[src/hw/rtl/bsf_pkg.sv]
// ----------------------------------------------------------------------------
// bsf_pkg
// Shared types and constants for the byte stuffing framer.
// ----------------------------------------------------------------------------
package bsf_pkg;

  localparam logic [7:0]  FLAG_START = 8'h7E;
  localparam logic [7:0]  FLAG_END   = 8'h7F;
  localparam logic [7:0]  ESCAPE     = 8'h7D;
  localparam logic [7:0]  ESC_XOR    = 8'h20;
  localparam logic [15:0] COUNT_MAX  = 16'hFFFF;

  // Kind of the byte being emitted for the held item.
  localparam logic [1:0] KIND_START = 2'd0;
  localparam logic [1:0] KIND_ESC   = 2'd1;
  localparam logic [1:0] KIND_DATA  = 2'd2;
  localparam logic [1:0] KIND_END   = 2'd3;

  typedef struct packed {
    logic [7:0]  out_byte;
    logic        run_last;
    logic        frame_done;
    logic [15:0] frame_length;
  } bsf_result_t;

  typedef struct packed {
    logic [1:0]  kind;
    logic [1:0]  kind_next;
    logic        final_slot;
    logic        inside_next;
    logic [15:0] count_next;
  } bsf_ctrl_t;

  function automatic logic [15:0] sat_inc(input logic [15:0] v);
    sat_inc = (v == COUNT_MAX) ? v : v + 16'd1;
  endfunction

endpackage

[src/hw/rtl/bsf_expand.sv]
// ----------------------------------------------------------------------------
// bsf_expand
// Picks the framed byte for the current slot of the held payload byte and
// works out the frame state after it.
// ----------------------------------------------------------------------------
module bsf_expand (
  input  logic              fresh,
  input  logic [1:0]        phase,
  input  logic [7:0]        data_byte,
  input  logic              last_byte,
  input  logic              inside_frame,
  input  logic [15:0]       framed_count,
  output bsf_pkg::bsf_result_t result,
  output bsf_pkg::bsf_ctrl_t   ctrl
);
  import bsf_pkg::*;

  logic        esc;
  logic [1:0]  kind;
  logic [15:0] end_length;

  assign esc = (data_byte == ESCAPE) || (data_byte == FLAG_START) ||
               (data_byte == FLAG_END);
  assign end_length = sat_inc(framed_count);

  always_comb begin
    // The first slot of a byte depends on whether a frame is already open.
    if (fresh) begin
      if (!inside_frame) kind = KIND_START;
      else if (esc) kind = KIND_ESC;
      else kind = KIND_DATA;
    end else begin
      kind = phase;
    end
  end

  always_comb begin
    result.out_byte     = data_byte;
    result.frame_done   = 1'b0;
    result.frame_length = 16'd0;
    ctrl.kind           = kind;
    ctrl.kind_next      = KIND_DATA;
    ctrl.final_slot     = 1'b0;
    ctrl.inside_next    = inside_frame;
    ctrl.count_next     = sat_inc(framed_count);
    case (kind)
      KIND_START: begin
        result.out_byte  = FLAG_START;
        ctrl.kind_next   = esc ? KIND_ESC : KIND_DATA;
        ctrl.inside_next = 1'b1;
        ctrl.count_next  = 16'd1;
      end
      KIND_ESC: begin
        result.out_byte = ESCAPE;
        ctrl.kind_next  = KIND_DATA;
      end
      KIND_DATA: begin
        result.out_byte = esc ? (data_byte ^ ESC_XOR) : data_byte;
        ctrl.kind_next  = KIND_END;
        ctrl.final_slot = !last_byte;
      end
      KIND_END: begin
        result.out_byte     = FLAG_END;
        result.frame_done   = 1'b1;
        result.frame_length = end_length;
        ctrl.final_slot     = 1'b1;
        ctrl.inside_next    = 1'b0;
        ctrl.count_next     = 16'd0;
      end
      default: begin
        ctrl.final_slot = 1'b1;
      end
    endcase
    result.run_last = ctrl.final_slot;
  end

endmodule

[src/hw/rtl/bsf_out_stage.sv]
// ----------------------------------------------------------------------------
// bsf_out_stage
// Output register that holds one framed byte until the receiver takes it.
// ----------------------------------------------------------------------------
module bsf_out_stage (
  input  logic                 clk,
  input  logic                 rst,
  input  logic                 load,
  input  bsf_pkg::bsf_result_t result,
  output logic                 ready,
  output logic                 out_valid,
  input  logic                 out_stall,
  output logic [7:0]           out_byte,
  output logic                 run_last,
  output logic                 frame_done,
  output logic [15:0]          frame_length
);
  import bsf_pkg::*;

  bsf_result_t held;

  assign ready = !out_valid || !out_stall;

  always_ff @(posedge clk) begin
    if (rst) begin
      out_valid <= 1'b0;
    end else if (ready) begin
      out_valid <= load;
    end
  end

  always_ff @(posedge clk) begin
    if (ready && load) begin
      held <= result;
    end
  end

  assign out_byte     = held.out_byte;
  assign run_last     = held.run_last;
  assign frame_done   = held.frame_done;
  assign frame_length = held.frame_length;

endmodule

[src/hw/rtl/byte_stuffing_framer.sv]
// ----------------------------------------------------------------------------
// byte_stuffing_framer
// HDLC-style byte stuffing framer with start flag, escapes and end flag.
// ----------------------------------------------------------------------------
// Each accepted payload byte yields one to four framed bytes, emitted one per
// cycle while the receiver does not stall, through a single output register:
// a start flag when no frame is open, an escape for 0x7D, 0x7E or 0x7F, the
// data byte, and an end flag carrying the saturating frame length when
// last_byte is set. An input transaction therefore stalls the input until
// its final framed byte is emitted, and the next byte is taken in the same
// cycle the current byte's final framed byte is emitted.
module byte_stuffing_framer (
  input  logic        clk,
  input  logic        rst,
  input  logic        in_valid,
  output logic        in_stall,
  input  logic [7:0]  data_byte,
  input  logic        last_byte,
  output logic        out_valid,
  input  logic        out_stall,
  output logic [7:0]  out_byte,
  output logic        run_last,
  output logic        frame_done,
  output logic [15:0] frame_length
);
  import bsf_pkg::*;

  logic        item_valid;
  logic [7:0]  item_data;
  logic        item_last;
  logic        fresh;
  logic [1:0]  phase;
  logic        inside_frame;
  logic [15:0] framed_count;

  bsf_result_t result;
  bsf_ctrl_t   ctrl;
  logic        out_ready;
  logic        emit;
  logic        accept;

  assign emit     = item_valid && out_ready;
  assign in_stall = item_valid && !(emit && ctrl.final_slot);
  assign accept   = in_valid && !in_stall;

  bsf_expand u_expand (
    .fresh        (fresh),
    .phase        (phase),
    .data_byte    (item_data),
    .last_byte    (item_last),
    .inside_frame (inside_frame),
    .framed_count (framed_count),
    .result       (result),
    .ctrl         (ctrl)
  );

  bsf_out_stage u_out (
    .clk          (clk),
    .rst          (rst),
    .load         (emit),
    .result       (result),
    .ready        (out_ready),
    .out_valid    (out_valid),
    .out_stall    (out_stall),
    .out_byte     (out_byte),
    .run_last     (run_last),
    .frame_done   (frame_done),
    .frame_length (frame_length)
  );

  always_ff @(posedge clk) begin
    if (rst) begin
      item_valid <= 1'b0;
      fresh      <= 1'b0;
      phase      <= KIND_START;
    end else if (accept) begin
      item_valid <= 1'b1;
      fresh      <= 1'b1;
    end else if (emit && ctrl.final_slot) begin
      item_valid <= 1'b0;
    end else if (emit) begin
      fresh <= 1'b0;
      phase <= ctrl.kind_next;
    end
  end

  always_ff @(posedge clk) begin
    if (accept) begin
      item_data <= data_byte;
      item_last <= last_byte;
    end
  end

  always_ff @(posedge clk) begin
    if (rst) begin
      inside_frame <= 1'b0;
      framed_count <= 16'd0;
    end else if (emit) begin
      inside_frame <= ctrl.inside_next;
      framed_count <= ctrl.count_next;
    end
  end

  // A closing flag always ends the byte that produced it.
  a_done_is_end: assert property (@(posedge clk) disable iff (rst)
    out_valid && frame_done |-> out_byte == FLAG_END && run_last)
    else $error("frame_done without end flag or run_last");

  // The framer never stalls the input while it holds no byte.
  a_idle_no_stall: assert property (@(posedge clk) disable iff (rst)
    !item_valid |-> !in_stall)
    else $error("input stalled while empty");

  // A start flag is only emitted when no frame is open.
  a_start_when_closed: assert property (@(posedge clk) disable iff (rst)
    emit && ctrl.kind == KIND_START |-> !inside_frame)
    else $error("start flag inside an open frame");

  // A closed frame holds no byte count.
  a_closed_count_zero: assert property (@(posedge clk) disable iff (rst)
    !inside_frame |-> framed_count == 16'd0)
    else $error("nonzero count with no frame open");

endmodule

[config.mk]
export PLATFORM = sky130hd
export DESIGN_NAME = byte_stuffing_framer
export DESIGN_NICKNAME = d
export VERILOG_FILES = /design/src/hw/rtl/bsf_pkg.sv /design/src/hw/rtl/bsf_expand.sv /design/src/hw/rtl/bsf_out_stage.sv /design/src/hw/rtl/byte_stuffing_framer.sv
export SDC_FILE = /design/constraint.sdc
export NUM_CORES = 1
export LEC_CHECK = 0
export ABC_AREA = 1
export BUFFER_PORTS_ARGS = -buffer_cell sky130_fd_sc_hd__buf_2
export CAP_MARGIN = 15
export CORE_UTILIZATION = 41
export CTS_CLUSTER_DIAMETER = 60
export DETAILED_ROUTE_END_ITERATION = 7
export PLACE_DENSITY = 0.58
export SYNTH_ARGS = -nofsm -noshare
export SYNTH_HDL_FRONTEND = slang
export SYNTH_SLANG_ARGS = --single-unit
[constraint.sdc]
create_clock -name clk -period 2.77 [get_ports clk]
set_input_delay 0.554 -clock clk [delete_from_list [all_inputs] [get_ports clk]]
set_output_delay 0.554 -clock clk [all_outputs]
set_load 0.05 [all_outputs]
==> results.rst, run 1 <==
.. list-table::
   :header-rows: 1

   * - Metric
     - Value
   * - Result of the run
     - finished, final reports clean
   * - Synthesis-to-layout area growth
     - 22.60%
   * - Maximum VDD drop
     - around 0.00033 V
   * - Largest net degree at the start of global routing
     - 30
   * - Timing-limited maximum frequency
     - around 370 MHz
   * - Number of top-level design ports
     - just over 40
   * - Complex-gate fraction of the synthesized area
     - roughly a tenth
   * - Endpoint of the most critical register-to-register path
     - item_data[0]
   * - Standard cell core area
     - roughly 0.0064 sq mm
   * - Grt ovf
     - 0
   * - Die outline height
     - ~83 um
   * - Hold path startpoint
     - data_byte[3]
   * - Critical path launch point type
     - register
   * - Cell count after placement
     - around 420
   * - Crit path max-delay family
     - simple AND/OR/NAND/NOR gates
   * - Cell area after synthesis
     - approximately 0.0027 sq mm
   * - Portion of netlist area occupied by mux cells
     - 0%
   * - Setup Viol. Count Final
     - 0
   * - Cell repeated most along the worst path
     - sky130_fd_sc_hd__nand2_1
   * - Clock root cell
     - sky130_fd_sc_hd__clkbuf_8
   * - Worst clock skew
     - 0.006878 ns
   * - Via count of the first global-routing pass
     - between 2000 and 2500
   * - Number of antenna repair diodes
     - 0
   * - Count of placed standard cells in the final layout, fillers left out
     - between 400 and 500
   * - Xor and xnor fraction of the mapped netlist area
     - 2.260%
   * - Routed via count
     - approximately 2200
   * - Syn_nets
     - 322
   * - Required arrival time at the worst endpoint
     - between 2 and 2.5 ns
   * - Overall routed net length
     - about 5700 um
   * - Total die area
     - slightly below 0.007 sq mm
   * - Post-layout worst setup margin
     - between 0.1 and 0.15 ns
   * - Worst hold-check path type
     - input pin to register
   * - Minimum setup slack after placement
     - 0.1471 ns
   * - Final standard cell area without fillers
     - approximately 0.0033 sq mm
   * - Endpoint, Worst Hold
     - item_data[3]
   * - WHS Path Cells
     - 1
   * - FF-to-FF Start
     - item_data[7]
   * - Final number of max-transition violations
     - 0
   * - Number of cells produced by synthesis
     - approximately 300
   * - Yosys synthesis warning count
     - 0
   * - Number of distinct library cell variants in the gate-level netlist after synthesis
     - 30
   * - Cell leakage power
     - approximately 1.4 nW
   * - Data arrival, critical path
     - about 2.1 ns
   * - Starting Density
     - 42.48%
   * - Detailed-route wire length per cell
     - about 13 um
   * - Reg2reg setup slack
     - 0.59 ns
   * - Cell with the largest stage delay on the worst path
     - sky130_fd_sc_hd__edfxtp_1
   * - Number of antenna violations at the first check in global routing
     - 0
   * - Finished Core Util
     - a little over half
   * - TritonCTS sink count
     - between 50 and 60
   * - Clock buffers created by TritonCTS
     - 9
   * - P per Cell Area
     - roughly 630 mW/mm^2
   * - Global-route wire length before repair
     - ~9400 um
   * - Combinational family with the most area after synthesis
     - simple AND/OR/NAND/NOR gates
   * - Adder-Cell Fraction of Synth Area
     - under 10%
   * - Crit. path cell count
     - 10
   * - Leading cell type in the layout, fill and taps excluded
     - sky130_fd_sc_hd__nand2_1
   * - Count of H-tree levels built during CTS
     - 3
   * - CP Capture Type
     - primary output
   * - Placed wire-length estimate after detailed placement
     - about 3700 um
   * - Slew HR
     - between 60% and 70%
   * - Site Rows
     - 29
   * - Largest fanout on the critical path
     - 7
   * - GP Congestion
     - ~0.84
   * - Proportion of synthesized chip area in sequential cells
     - roughly 55%
   * - Antenna violation net count after detailed routing
     - 0
   * - All-layer global routing usage
     - between 15 and 20%
   * - Die width
     - about 83 um
   * - Setup tns final
     - 0 ns
   * - First drt pass iteration count
     - 5
   * - Port Buffers
     - 40
   * - Crit path cell chain
     - nor3_4 -> nand2_2 -> a22o_4 -> ha_4 -> inv_4 -> o21ai_4 -> nand2_1 -> nand2_1 -> inv_1 -> buf_6
   * - Number of fill cells in the layout
     - approximately 590
   * - Clock-pin slew on the worst setup and hold paths
     - 0.07 ns
   * - Average instance area after synthesis
     - around 8.9 sq um
   * - Hold-fix buffers, CTS
     - 0
   * - Longest individual stage delay on the worst path
     - 0.43 ns
   * - TritonCTS clock tree
     - yes
   * - Clock insertion delay at the later pin of the skew report
     - 0.34 ns
   * - Number of cells on the worst reg-to-reg path
     - 11
   * - Final Net Count
     - 374
   * - Simple logic cell fraction of the synthesized area
     - 24.26%
   * - Worst-Margin Slew
     - roughly 0.55 ns
   * - Number of buffer and inverter stages on the critical path
     - 3
   * - Part of the cycle the worst path needs
     - 96.32%
   * - Highest-count cells in the layout ignoring fill and taps
     - sky130_fd_sc_hd__nand2_1 (94), sky130_fd_sc_hd__buf_2 (39), sky130_fd_sc_hd__edfxtp_1 (35)
   * - Post-layout min period
     - 2.668 ns
   * - Post-synthesis register bit count
     - 57
   * - Fraction of final layout cells sized beyond drive strength 1
     - roughly 27%
   * - Total placed instance area
     - ~0.0030 sq mm
   * - Path type of the worst setup path
     - register to primary output
   * - Number of remaining DRC errors
     - 0
   * - Max_cap viols
     - 0
   * - Largest buffer count on any clock path
     - 2
   * - Per-cell via count in the routed design
     - ~5
   * - Violation count after the first detailed-routing iteration
     - 91
   * - Total count of hold-check failures in the final report
     - 0
## cells by family after synthesis
family,Yosys count
flops,57
fa+ha+maj,5
xor+xnor,7
buf+inv,39
compound gates,46
simple gates,150
## metal layers
metal | share of wire [%] | track usage (%) | up-vias
met1 | 47 | 21.78 | 973
met5 | 0 | 0 | -
met2 | 46 | 27.35 | 65
met3 | 5.2 | 4.970 | 15
li1 | - | - | 1098
met4 | 2.6 | 10.66 | 0
## flip-flops by register name, summed over array words and instances, names as in the netlist
name	flops
u_out.frame_length	16
fresh	1
u_out.out_byte	8
u_out.frame_done	1
framed_count	16
inside_frame	1
u_out.out_valid	1
phase	2
u_out.run_last	1
item_valid	1
item_data	8
item_last	1
## how the worst max path moves through the flow
stage | end | startpoint
2_1_floorplan | in_stall | item_data[7]
3_3_place_gp | in_stall | item_data[7]
3_5_place_dp | in_stall | item_data[7]
4_1_cts | in_stall | item_data[3]
5_1_grt | in_stall | item_data[7]
6_report | in_stall | item_data[7]
## cell type report
cell class	instances	area (sq um)	share of cell area, %
clock inverters	7	102.6	3.085
flip-flops and latches	57	1491	44.85
well taps	77	96.34	2.897
inverters	31	118.9	3.574
repair buffers	49	274.0	8.239
multi-input cells	208	1119	33.63
clock buffers	9	123.9	3.725
## through the flow
| step | hold slack [ns] | power [mW] |
|---|---|---|
| after global placement | 0.4564 | 1.224 |
| after floorplan | 0.4392 | 1.161 |
| after detailed placement | 0.4656 | 1.224 |
| final | 0.3850 | 2.107 |
| after global routing | 0.3594 | 2.194 |
| after CTS | 0.3646 | 2.124 |
## Yosys cell counts
master / n / area [sq um]
sky130_fd_sc_hd__a21oi_1: 24 / 120.1
sky130_fd_sc_hd__a21oi_2: 9 / 78.83
sky130_fd_sc_hd__a22o_1: 1 / 8.760
sky130_fd_sc_hd__a31oi_1: 1 / 6.260
sky130_fd_sc_hd__buf_1: 2 / 7.510
sky130_fd_sc_hd__buf_2: 2 / 10.01
sky130_fd_sc_hd__buf_6: 2 / 22.52
sky130_fd_sc_hd__clkbuf_1: 2 / 7.510
sky130_fd_sc_hd__dfxtp_1: 22 / 440.4
sky130_fd_sc_hd__edfxtp_1: 35 / 1051
sky130_fd_sc_hd__ha_1: 5 / 62.56
sky130_fd_sc_hd__inv_1: 29 / 108.9
sky130_fd_sc_hd__inv_2: 2 / 7.510
sky130_fd_sc_hd__nand2_1: 96 / 360.4
sky130_fd_sc_hd__nand2_2: 2 / 12.51
sky130_fd_sc_hd__nand2_4: 2 / 22.52
sky130_fd_sc_hd__nand3_1: 15 / 75.07
sky130_fd_sc_hd__nand3_2: 2 / 20.02
sky130_fd_sc_hd__nand3b_1: 1 / 7.510
sky130_fd_sc_hd__nand4_1: 3 / 18.77
sky130_fd_sc_hd__nor2_1: 20 / 75.07
sky130_fd_sc_hd__nor2_2: 4 / 25.02
sky130_fd_sc_hd__nor2_8: 1 / 20.02
sky130_fd_sc_hd__nor3_1: 3 / 15.01
sky130_fd_sc_hd__o21ai_0: 9 / 45.04
sky130_fd_sc_hd__o21ai_2: 1 / 8.760
sky130_fd_sc_hd__o21bai_1: 1 / 7.510
sky130_fd_sc_hd__or2_2: 1 / 6.260
sky130_fd_sc_hd__xnor2_1: 2 / 17.52
sky130_fd_sc_hd__xor2_1: 5 / 43.79
## timing repair
action | in CTS | in global routing
gates cloned | 0 | 0
hold endpoints to repair | 0 | 0
setup buffers | 1 | 3
gates resized for setup | 6 | 11
pin swaps | 1 | 2
setup endpoints to repair | 1 | 1
## power by group
| group | leakage, nW | internal, mW | switching (mW) |
|---|---|---|---|
| registers | 0.513 | 0.949 | 0.0159 |
| clock network | 0.110 | 0.513 | 0.366 |
| logic | 0.740 | 0.0695 | 0.193 |
Note: power is estimated with default switching activity, not from simulation.
==> inputs of run 2 (changes only) <==
Settings changed: ABC_AREA 1 to 0, PLACE_DENSITY 0.58 to 0.57.
==> run 2 against run 1 <==
  * Sequential cell count unchanged
  * Critical endpoint unchanged
  * Cell count shrank 6.2%
  * Via count is 5.9% higher
  * Largest cell class unchanged
  * Non-clock buffer count grew 9
==> results.rst, run 2 <==
.. list-table::
   :header-rows: 1

   * - Metric
     - Value
   * - Worst-Margin Slew
     - 0.5908 ns (+0.04198 ns)
   * - Clock buffers created by TritonCTS
     - 9 (unchanged)
   * - Clock-pin slew on the worst setup and hold paths
     - 0.07 ns (about the same)
   * - Max_cap viols
     - 0 (unchanged)
   * - Critical path launch point type
     - register
   * - Result of the run
     - finished, final reports clean
   * - Synthesis-to-layout area growth
     - 21.98%
   * - Data arrival, critical path
     - 2.15 ns (+0.04 ns)
   * - Number of top-level design ports
     - 41 (unchanged)
   * - Post-synthesis register bit count
     - 57 (unchanged)
   * - Minimum setup slack after placement
     - 0.2227 ns (+0.07567 ns)
   * - Routed via count
     - 2277 (+5.9%)
   * - Port Buffers
     - 40 (unchanged)
   * - Cell leakage power
     - 1.267 nW (-7.1%)
   * - Final standard cell area without fillers
     - 0.003486 sq mm (+4.8%)
   * - Largest buffer count on any clock path
     - 2 (unchanged)
   * - Share of the synthesized area in the top cell type
     - 36.78% (-2.0 points)
   * - Cells taking the most area after synthesis
     - sky130_fd_sc_hd__edfxtp_1 (37%), sky130_fd_sc_hd__dfxtp_1 (15%), sky130_fd_sc_hd__nand2_1 (3.7%)
   * - Largest fanout on the critical path
     - 3 (-4)
   * - Cell count after placement
     - 386 (-7.7%)
   * - Die outline height
     - 85.49 um (+2.6%)
   * - Overall routed net length
     - 6092 um (+7.8%)
   * - Total placed instance area
     - 0.003104 sq mm (+3.5%)
   * - Largest net degree at the start of global routing
     - 30 (unchanged)
   * - Yosys synthesis warning count
     - 0 (unchanged)
   * - Proportion of synthesized chip area in sequential cells
     - 52.19% (-2.8 points)
   * - Grt ovf
     - 0 (unchanged)
   * - TritonCTS sink count
     - 57 (unchanged)
   * - P per Cell Area
     - 654.2 mW/mm^2 (+3.3%)
   * - Total count of hold-check failures in the final report
     - 0 (unchanged)
   * - Average instance area after synthesis
     - 10.35 sq um (+16%)
   * - Per-cell via count in the routed design
     - 5.540 (+13%)
   * - Maximum VDD drop
     - 0.0003286 V (-1.8%)
   * - Global-route wire length before repair
     - 9956 um (+5.7%)
   * - Most heavily used metal layer in global routing
     - met2
   * - Met3 routing resource usage after global routing
     - 4.183% (-0.79 points)
   * - Worst hold-check path type
     - input pin to register
   * - Number of distinct library cell variants in the gate-level netlist after synthesis
     - 61 (+100%)
   * - Synth area leader
     - sky130_fd_sc_hd__edfxtp_1
   * - Total die area
     - 0.007308 sq mm (+5.2%)
   * - Cell area after synthesis
     - 0.002858 sq mm (+5.4%)
   * - Highest-count cells in the layout ignoring fill and taps
     - sky130_fd_sc_hd__buf_2 (39), sky130_fd_sc_hd__edfxtp_1 (35), sky130_fd_sc_hd__nand2_1 (28)
   * - Setup tns final
     - 0 ns (unchanged)
   * - Number of antenna violations at the first check in global routing
     - 0 (unchanged)
   * - Part of the cycle the worst path needs
     - 97.78% (+1.5 points)
   * - Detailed-route wire length per cell
     - 14.82 um (+15%)
   * - Slew HR
     - 60.25% (-3.2 points)
   * - Post-layout worst setup margin
     - 0.06158 ns (-0.04045 ns)
   * - Final Net Count
     - 344 (-8.0%)
   * - All-layer global routing usage
     - 17.85% (+0.22 points)
   * - Final number of max-transition violations
     - 0 (unchanged)
   * - Top flip-flop cell by instance count after synthesis
     - sky130_fd_sc_hd__edfxtp_1
   * - Most numerous cell in the Yosys netlist
     - sky130_fd_sc_hd__edfxtp_1
   * - Path type of the worst setup path
     - register to primary output
   * - Die width
     - 85.49 um (+2.6%)
   * - Count of placed standard cells in the final layout, fillers left out
     - 411 (-6.2%)
   * - CP Capture Type
     - primary output
   * - Number of antenna repair diodes
     - 0 (unchanged)
   * - Leading cell types by count after synthesis
     - sky130_fd_sc_hd__edfxtp_1 (35), sky130_fd_sc_hd__nand2_1 (28), sky130_fd_sc_hd__dfxtp_1 (22), sky130_fd_sc_hd__a21oi_1 (18)
   * - First drt pass iteration count
     - 4 (-1)
   * - Site Rows
     - 30 (+3.4%)
   * - GP Congestion
     - 0.7977 (-5.2%)
   * - Timing-limited maximum frequency
     - 369.2 MHz (-1.5%)
   * - TritonCTS clock tree
     - yes
   * - Via count of the first global-routing pass
     - 2091 (+1.5%)
   * - Met2 capacity usage during global routing
     - 29.75% (+2.4 points)
   * - Required arrival time at the worst endpoint
     - 2.22 ns (about the same)
   * - Leading cell type in the layout, fill and taps excluded
     - sky130_fd_sc_hd__buf_2
   * - Number of remaining DRC errors
     - 0 (unchanged)
   * - Standard cell core area
     - 0.006756 sq mm (+5.8%)
   * - Antenna violation net count after detailed routing
     - 0 (unchanged)
   * - Fraction of final layout cells sized beyond drive strength 1
     - 29.31% (+1.9 points)
   * - Clock root cell
     - sky130_fd_sc_hd__clkbuf_8
   * - Worst clock skew
     - 0.006400 ns (-0.0004777 ns)
   * - Count of flip-flops with a built-in enable after synthesis
     - 35 (unchanged)
   * - Placed wire-length estimate after detailed placement
     - 4037 um (+8.4%)
   * - Violation count after the first detailed-routing iteration
     - 119 (+31%)
   * - Syn_nets
     - 294 (-8.7%)
   * - Count of H-tree levels built during CTS
     - 3 (unchanged)
   * - GR Util met1
     - 22.00% (+0.22 points)
   * - Clock insertion delay at the later pin of the skew report
     - 0.33 ns (about the same)
   * - Number of cells produced by synthesis
     - 276 (-9.2%)
   * - Hold-fix buffers, CTS
     - 0 (unchanged)
   * - Share of synthesized registers carrying an async set or reset
     - 0% (unchanged)
   * - Setup Viol. Count Final
     - 0 (unchanged)
   * - Design Power
     - 2.280 mW (+8.3%)
   * - Post-layout min period
     - 2.708 ns (+0.04045 ns)
   * - Starting Density
     - 42.30% (-0.18 points)
   * - Number of fill cells in the layout
     - 618 (+4.4%)
run 2: metal layers:
layer | part of all wire, % | up-vias
li1 | - | 1137
met1 | 44 | 1077
met3 | 3.3 | 12
met5 | 0 | -
met4 | 1.9 | 0
met2 | 50 | 51
run 2: worst max-delay path: stages (launching register included):
cell                       delay, ns
sky130_fd_sc_hd__edfxtp_1       0.38
sky130_fd_sc_hd__nand4b_1       0.22
sky130_fd_sc_hd__buf_4          0.17
sky130_fd_sc_hd__nor2_2         0.19
sky130_fd_sc_hd__o22ai_4        0.13
sky130_fd_sc_hd__ha_2           0.23
sky130_fd_sc_hd__nand2b_4       0.08
sky130_fd_sc_hd__a21oi_2        0.06
sky130_fd_sc_hd__nand2b_4       0.14
sky130_fd_sc_hd__inv_1          0.07
sky130_fd_sc_hd__buf_6          0.15
run 2: per-stage QoR:
step	utilization (%)	hold WS (ns)
3_5_place_dp	45.94	0.4708
6_report	51.59	0.3950
3_3_place_gp	45.94	0.4685
4_1_cts	50.11	0.3871
2_1_floorplan	-	0.4536
5_1_grt	51.59	0.3798
run 2: logic make-up after synthesis:
| group | Yosys count | share of synthesized area, % |
|---|---|---|
| xor gates and xnor gates | 4 | 1.226 |
| and+or+nand+nor | 104 | 21.59 |
| muxes | 1 | 0.3503 |
| DFF | 57 | 52.19 |
| AOI/OAI and AO/OA | 72 | 16.38 |
| buffers and inverters | 33 | 6.086 |
| adders and majority gates | 5 | 2.189 |
run 2: final cells by class:
cell class	instances	area (sq um)	area share, %
sequential	57	1491	42.79
multi-input combinational	186	1242	35.64
timing repair buffer	58	341.6	9.799
tap	80	100.1	2.872
clock inverter	6	130.1	3.733
inverter	14	52.55	1.508
clock buffer	10	127.6	3.661
run 2: final timing paths:
path | slack (ns) | to | from | cells after the start
max reg2reg | 0.33 | framed_count[2] | item_data[7] | 9
min reg2reg | 0.49 | inside_frame | inside_frame | 2
min | 0.39 | item_data[3] | data_byte[3] | 1
max | 0.06 | in_stall | item_data[7] | 10
run 2: repair_timing:
action,4_1_cts,5_1_grt
pin swaps,1,5
buffers inserted,2,7
endpoints found under the setup margin,1,1
resized for setup,2,10
gates cloned,0,0
run 2: power by group:
part / total [mW] / switching, mW / internal (mW) / leakage (nW)
clock network: 1.01 / 0.324 / 0.686 / 0.130
registers: 0.966 / 0.0179 / 0.948 / 0.512
logic: 0.304 / 0.208 / 0.0963 / 0.624
total: 2.28 / 0.550 / 1.73 / 1.27
==> inputs of run 3 (changes only) <==
Settings changed: SYNTH_HIERARCHICAL set to 1.
==> run 3 against run 2 <==
  * The run now ends with DRC left
  * Via count increased by 0.13%
  * Power down 12%
  * Core utilization barely moved
==> results.rst, run 3 <==
.. list-table::
   :header-rows: 1

   * - Metric
     - Value
   * - Result of the run
     - complete, but fails checks
   * - Violated checks
     - DRC
   * - Post-layout worst setup margin
     - 0.04741 ns (-0.01417 ns)
   * - Cell leakage power
     - 1.138 nW (-10%)
   * - Port Buffers
     - 40 (unchanged)
   * - Per-cell via count in the routed design
     - 5.352 (-3.4%)
   * - Internal portion of total power
     - 1.445 mW (-16%)
   * - Part of the cycle the worst path needs
     - 98.29% (+0.51 points)
   * - Minimum setup slack after placement
     - 0.1356 ns (-0.08718 ns)
   * - GP Congestion
     - 0.8231 (+3.2%)
   * - Site Rows
     - 29 (-3.3%)
   * - Endpoint, Worst Hold
     - item_data[1]
   * - Leading cell types by count after synthesis
     - sky130_fd_sc_hd__nand2_1 (55), sky130_fd_sc_hd__edfxtp_1 (35), sky130_fd_sc_hd__nor2_1 (26), sky130_fd_sc_hd__a21oi_1 (25), sky130_fd_sc_hd__dfxtp_1 (22)
   * - Number of distinct library cell variants in the gate-level netlist after synthesis
     - 49 (-20%)
   * - Comb power frac
     - 15.3% (+2.0 points)
   * - Clock buffers created by TritonCTS
     - 9 (unchanged)
   * - Share of synthesized registers carrying an async set or reset
     - 0% (unchanged)
   * - Yosys synthesis warning count
     - 6 (+6)
   * - Clock-pin slew on the worst setup and hold paths
     - 0.06 ns (about the same)
   * - Routed via count
     - 2280 (+0.13%)
   * - Total die area
     - 0.007180 sq mm (-1.7%)
   * - Setup Viol. Count Final
     - 0 (unchanged)
   * - Number of cells produced by synthesis
     - 293 (+6.2%)
   * - Highest-count cells in the layout ignoring fill and taps
     - sky130_fd_sc_hd__nand2_1 (55), sky130_fd_sc_hd__buf_2 (39), sky130_fd_sc_hd__edfxtp_1 (35)
   * - Clock power share
     - 36.1% (-8.2 points)
   * - Fraction of final layout cells sized beyond drive strength 1
     - 22.92% (-6.4 points)
   * - Count of flip-flops with a built-in enable after synthesis
     - 35 (unchanged)
   * - Clock root cell
     - sky130_fd_sc_hd__clkbuf_8
   * - Detailed-route wire length per cell
     - 14.43 um (-2.6%)
   * - Cells taking the most area after synthesis
     - sky130_fd_sc_hd__edfxtp_1 (37%), sky130_fd_sc_hd__dfxtp_1 (16%), sky130_fd_sc_hd__nand2_1 (7.4%)
   * - Clock insertion delay at the later pin of the skew report
     - 0.34 ns (about the same)
   * - Global-route wire length before repair
     - 10050 um (+0.90%)
   * - Top flip-flop cell by instance count after synthesis
     - sky130_fd_sc_hd__edfxtp_1
   * - Post-layout min period
     - 2.723 ns (+0.01417 ns)
   * - Number of antenna violations at the first check in global routing
     - 0 (unchanged)
   * - Slew HR
     - 60.74% (+0.49 points)
   * - Most numerous cell in the Yosys netlist
     - sky130_fd_sc_hd__nand2_1
   * - Synthesis-to-layout area growth
     - 19.48%
   * - Antenna violation net count after detailed routing
     - 0 (unchanged)
   * - Number of top-level design ports
     - 41 (unchanged)
   * - Max_cap viols
     - 0 (unchanged)
   * - Final Net Count
     - 363 (+5.5%)
   * - Number of antenna repair diodes
     - 0 (unchanged)
   * - Die width
     - 84.74 um (-0.88%)
   * - Standard cell core area
     - 0.006495 sq mm (-3.9%)
   * - Reg2reg setup slack
     - 0.29 ns (-0.04 ns)
   * - Maximum VDD drop
     - 0.0002791 V (-15%)
   * - Average instance area after synthesis
     - 9.578 sq um (-7.5%)
   * - Worst-Margin Slew
     - 0.5871 ns (-0.003691 ns)
   * - FF-to-FF Start
     - item_data[3]
   * - Number of remaining DRC errors
     - 2 (+2)
   * - Largest buffer count on any clock path
     - 2 (unchanged)
   * - TritonCTS sink count
     - 57 (unchanged)
   * - Final number of max-transition violations
     - 0 (unchanged)
   * - P per Cell Area
     - 598.4 mW/mm^2 (-8.5%)
   * - Via count of the first global-routing pass
     - 2106 (+0.72%)
   * - Count of H-tree levels built during CTS
     - 3 (unchanged)
   * - Net Sw Frac
     - 27.98% (+3.8 points)
   * - Violation count after the first detailed-routing iteration
     - 166 (+39%)
   * - Endpoint of the most critical register-to-register path
     - item_data[4]
   * - Path type of the worst setup path
     - register to primary output
   * - Starting Density
     - 43.21% (+0.91 points)
   * - Critical path launch point type
     - register
   * - Cell area after synthesis
     - 0.002806 sq mm (-1.8%)
   * - Grt ovf
     - 0 (unchanged)
   * - Required arrival time at the worst endpoint
     - 2.22 ns (about the same)
   * - Worst clock skew
     - 0.006071 ns (-0.0003290 ns)
   * - Timing-limited maximum frequency
     - 367.3 MHz (-0.52%)
   * - Total count of hold-check failures in the final report
     - 0 (unchanged)
   * - Hold path startpoint
     - data_byte[1]
   * - Worst hold slack
     - 0.3931 ns (-0.001879 ns)
   * - Hold-fix buffers, CTS
     - 0 (unchanged)
   * - Proportion of synthesized chip area in sequential cells
     - 53.14% (+0.95 points)
   * - Number of fill cells in the layout
     - 601 (-2.8%)
   * - Sequential power share
     - 48.6% (+6.2 points)
   * - TritonCTS clock tree
     - yes
   * - Data arrival, critical path
     - 2.17 ns (+0.02 ns)
   * - Post-synthesis register bit count
     - 57 (unchanged)
   * - Count of placed standard cells in the final layout, fillers left out
     - 426 (+3.6%)
   * - Largest fanout on the critical path
     - 3 (unchanged)
   * - Share of the synthesized area in the top cell type
     - 37.45% (+0.67 points)
   * - Overall routed net length
     - 6149 um (+0.94%)
   * - Number of cells on the worst reg-to-reg path
     - 9 (unchanged)
   * - First drt pass iteration count
     - 8 (+4)
   * - Syn_nets
     - 312 (+6.1%)
   * - Finished Core Util
     - 51.63% (about the same)
   * - Cell count after placement
     - 407 (+5.4%)
   * - Net switching power figure
     - 0.5615 mW (+2.0%)
   * - Die outline height
     - 84.74 um (-0.88%)
   * - Design Power
     - 2.006 mW (-12%)
   * - Leading cell type in the layout, fill and taps excluded
     - sky130_fd_sc_hd__nand2_1
   * - Worst hold-check path type
     - input pin to register
   * - Placed wire-length estimate after detailed placement
     - 4071 um (+0.85%)
   * - All-layer global routing usage
     - 18.31% (+0.46 points)
   * - CP Capture Type
     - primary output
   * - Largest net degree at the start of global routing
     - 23 (-23%)
   * - Synth area leader
     - sky130_fd_sc_hd__edfxtp_1
   * - WHS Path Cells
     - 1 (unchanged)
[run 3: cell types whose count changed after synthesis, sizes merged, moves of 4 or more]
cell and delta:
o21ai -7, nor3 +9, buf -4, a21oi +7, a31oi -11, mux2i +5
or3 -5, nor4 +5, and4 -5, nand2 +28, nor2 +9
[run 3: cell families after synthesis]
kind of cell	share of synthesized area, %
compound gates	12.13
xor+xnor	0.6243
fa+ha+maj	2.675
buf+inv	4.146
flops	53.14
mux	2.140
simple gates	25.15
[run 3: area by class of cell]
class,instances,area (sq um),share of cell area (%)
sequential,57,1491,44.48
multi-input combinational,211,1230,36.68
timing repair buffer,54,311.5,9.291
clock buffer,11,131.4,3.918
tap,77,96.34,2.873
clock inverter,5,46.29,1.381
inverter,11,46.29,1.381
[run 3: how the worst max path moves through the flow]
| stage | start | endpoint | slack (ns) | cells after the start |
|---|---|---|---|---|
| 3_5_place_dp | item_data[7] | in_stall | 0.14 | 9 |
| 3_3_place_gp | item_data[7] | in_stall | 0.18 | 9 |
| 2_1_floorplan | item_data[7] | in_stall | 0.002 | 9 |
| 4_1_cts | item_data[7] | in_stall | 0.03 | 9 |
| 5_1_grt | item_data[7] | in_stall | -0.04 | 9 |
| 6_report | item_data[7] | in_stall | 0.05 | 9 |
[run 3: layer usage]
layer  vias up  wire, um  track usage, %  part of all wire (%)
met5         -         0               0                     0
met1      1065      2865           22.92                    47
li1       1160         -               -                     -
met4         0        90           9.707                   1.5
met3         8       260           4.818                   4.2
met2        47      2933           29.05                    48
[run 3: worst max-delay path, cell delays in order (launching register included)]
cell                        delay, ns
sky130_fd_sc_hd__edfxtp_1        0.38
sky130_fd_sc_hd__and4b_1         0.30
sky130_fd_sc_hd__o2111ai_2       0.15
sky130_fd_sc_hd__o22ai_2         0.18
sky130_fd_sc_hd__inv_1           0.08
sky130_fd_sc_hd__ha_1            0.22
sky130_fd_sc_hd__inv_2           0.08
sky130_fd_sc_hd__o21ai_2         0.09
sky130_fd_sc_hd__a21boi_4        0.18
sky130_fd_sc_hd__buf_6           0.18
[run 3: per-stage QoR]
stage / instance area, sq um / setup TNS, ns
2_1_floorplan: 2820 / 0
3_3_place_gp: 3129 / 0
3_5_place_dp: 3129 / 0
4_1_cts: 3331 / 0
5_1_grt: 3353 / -0.03822
6_report: 3353 / 0
[run 3: timing repair]
action,CTS,global route
gates resized for setup,5,3
gates cloned,0,0
hold endpoints to repair,0,0
setup endpoints to repair,1,1
setup buffers,1,2
pin swaps,2,1
[run 3: power by group through the flow]
| stage | sequential [mW] | clock (mW) | combinational (mW) |
|---|---|---|---|
| finish | 0.976 | 0.724 | 0.307 |
| CTS | 0.976 | 0.744 | 0.306 |
| global route | 0.980 | 0.779 | 0.335 |
| global placement | 0.993 | 0 | 0.300 |
| detailed placement | 0.993 | 0 | 0.301 |
| floorplan | 1.08 | 0 | 0.132 |
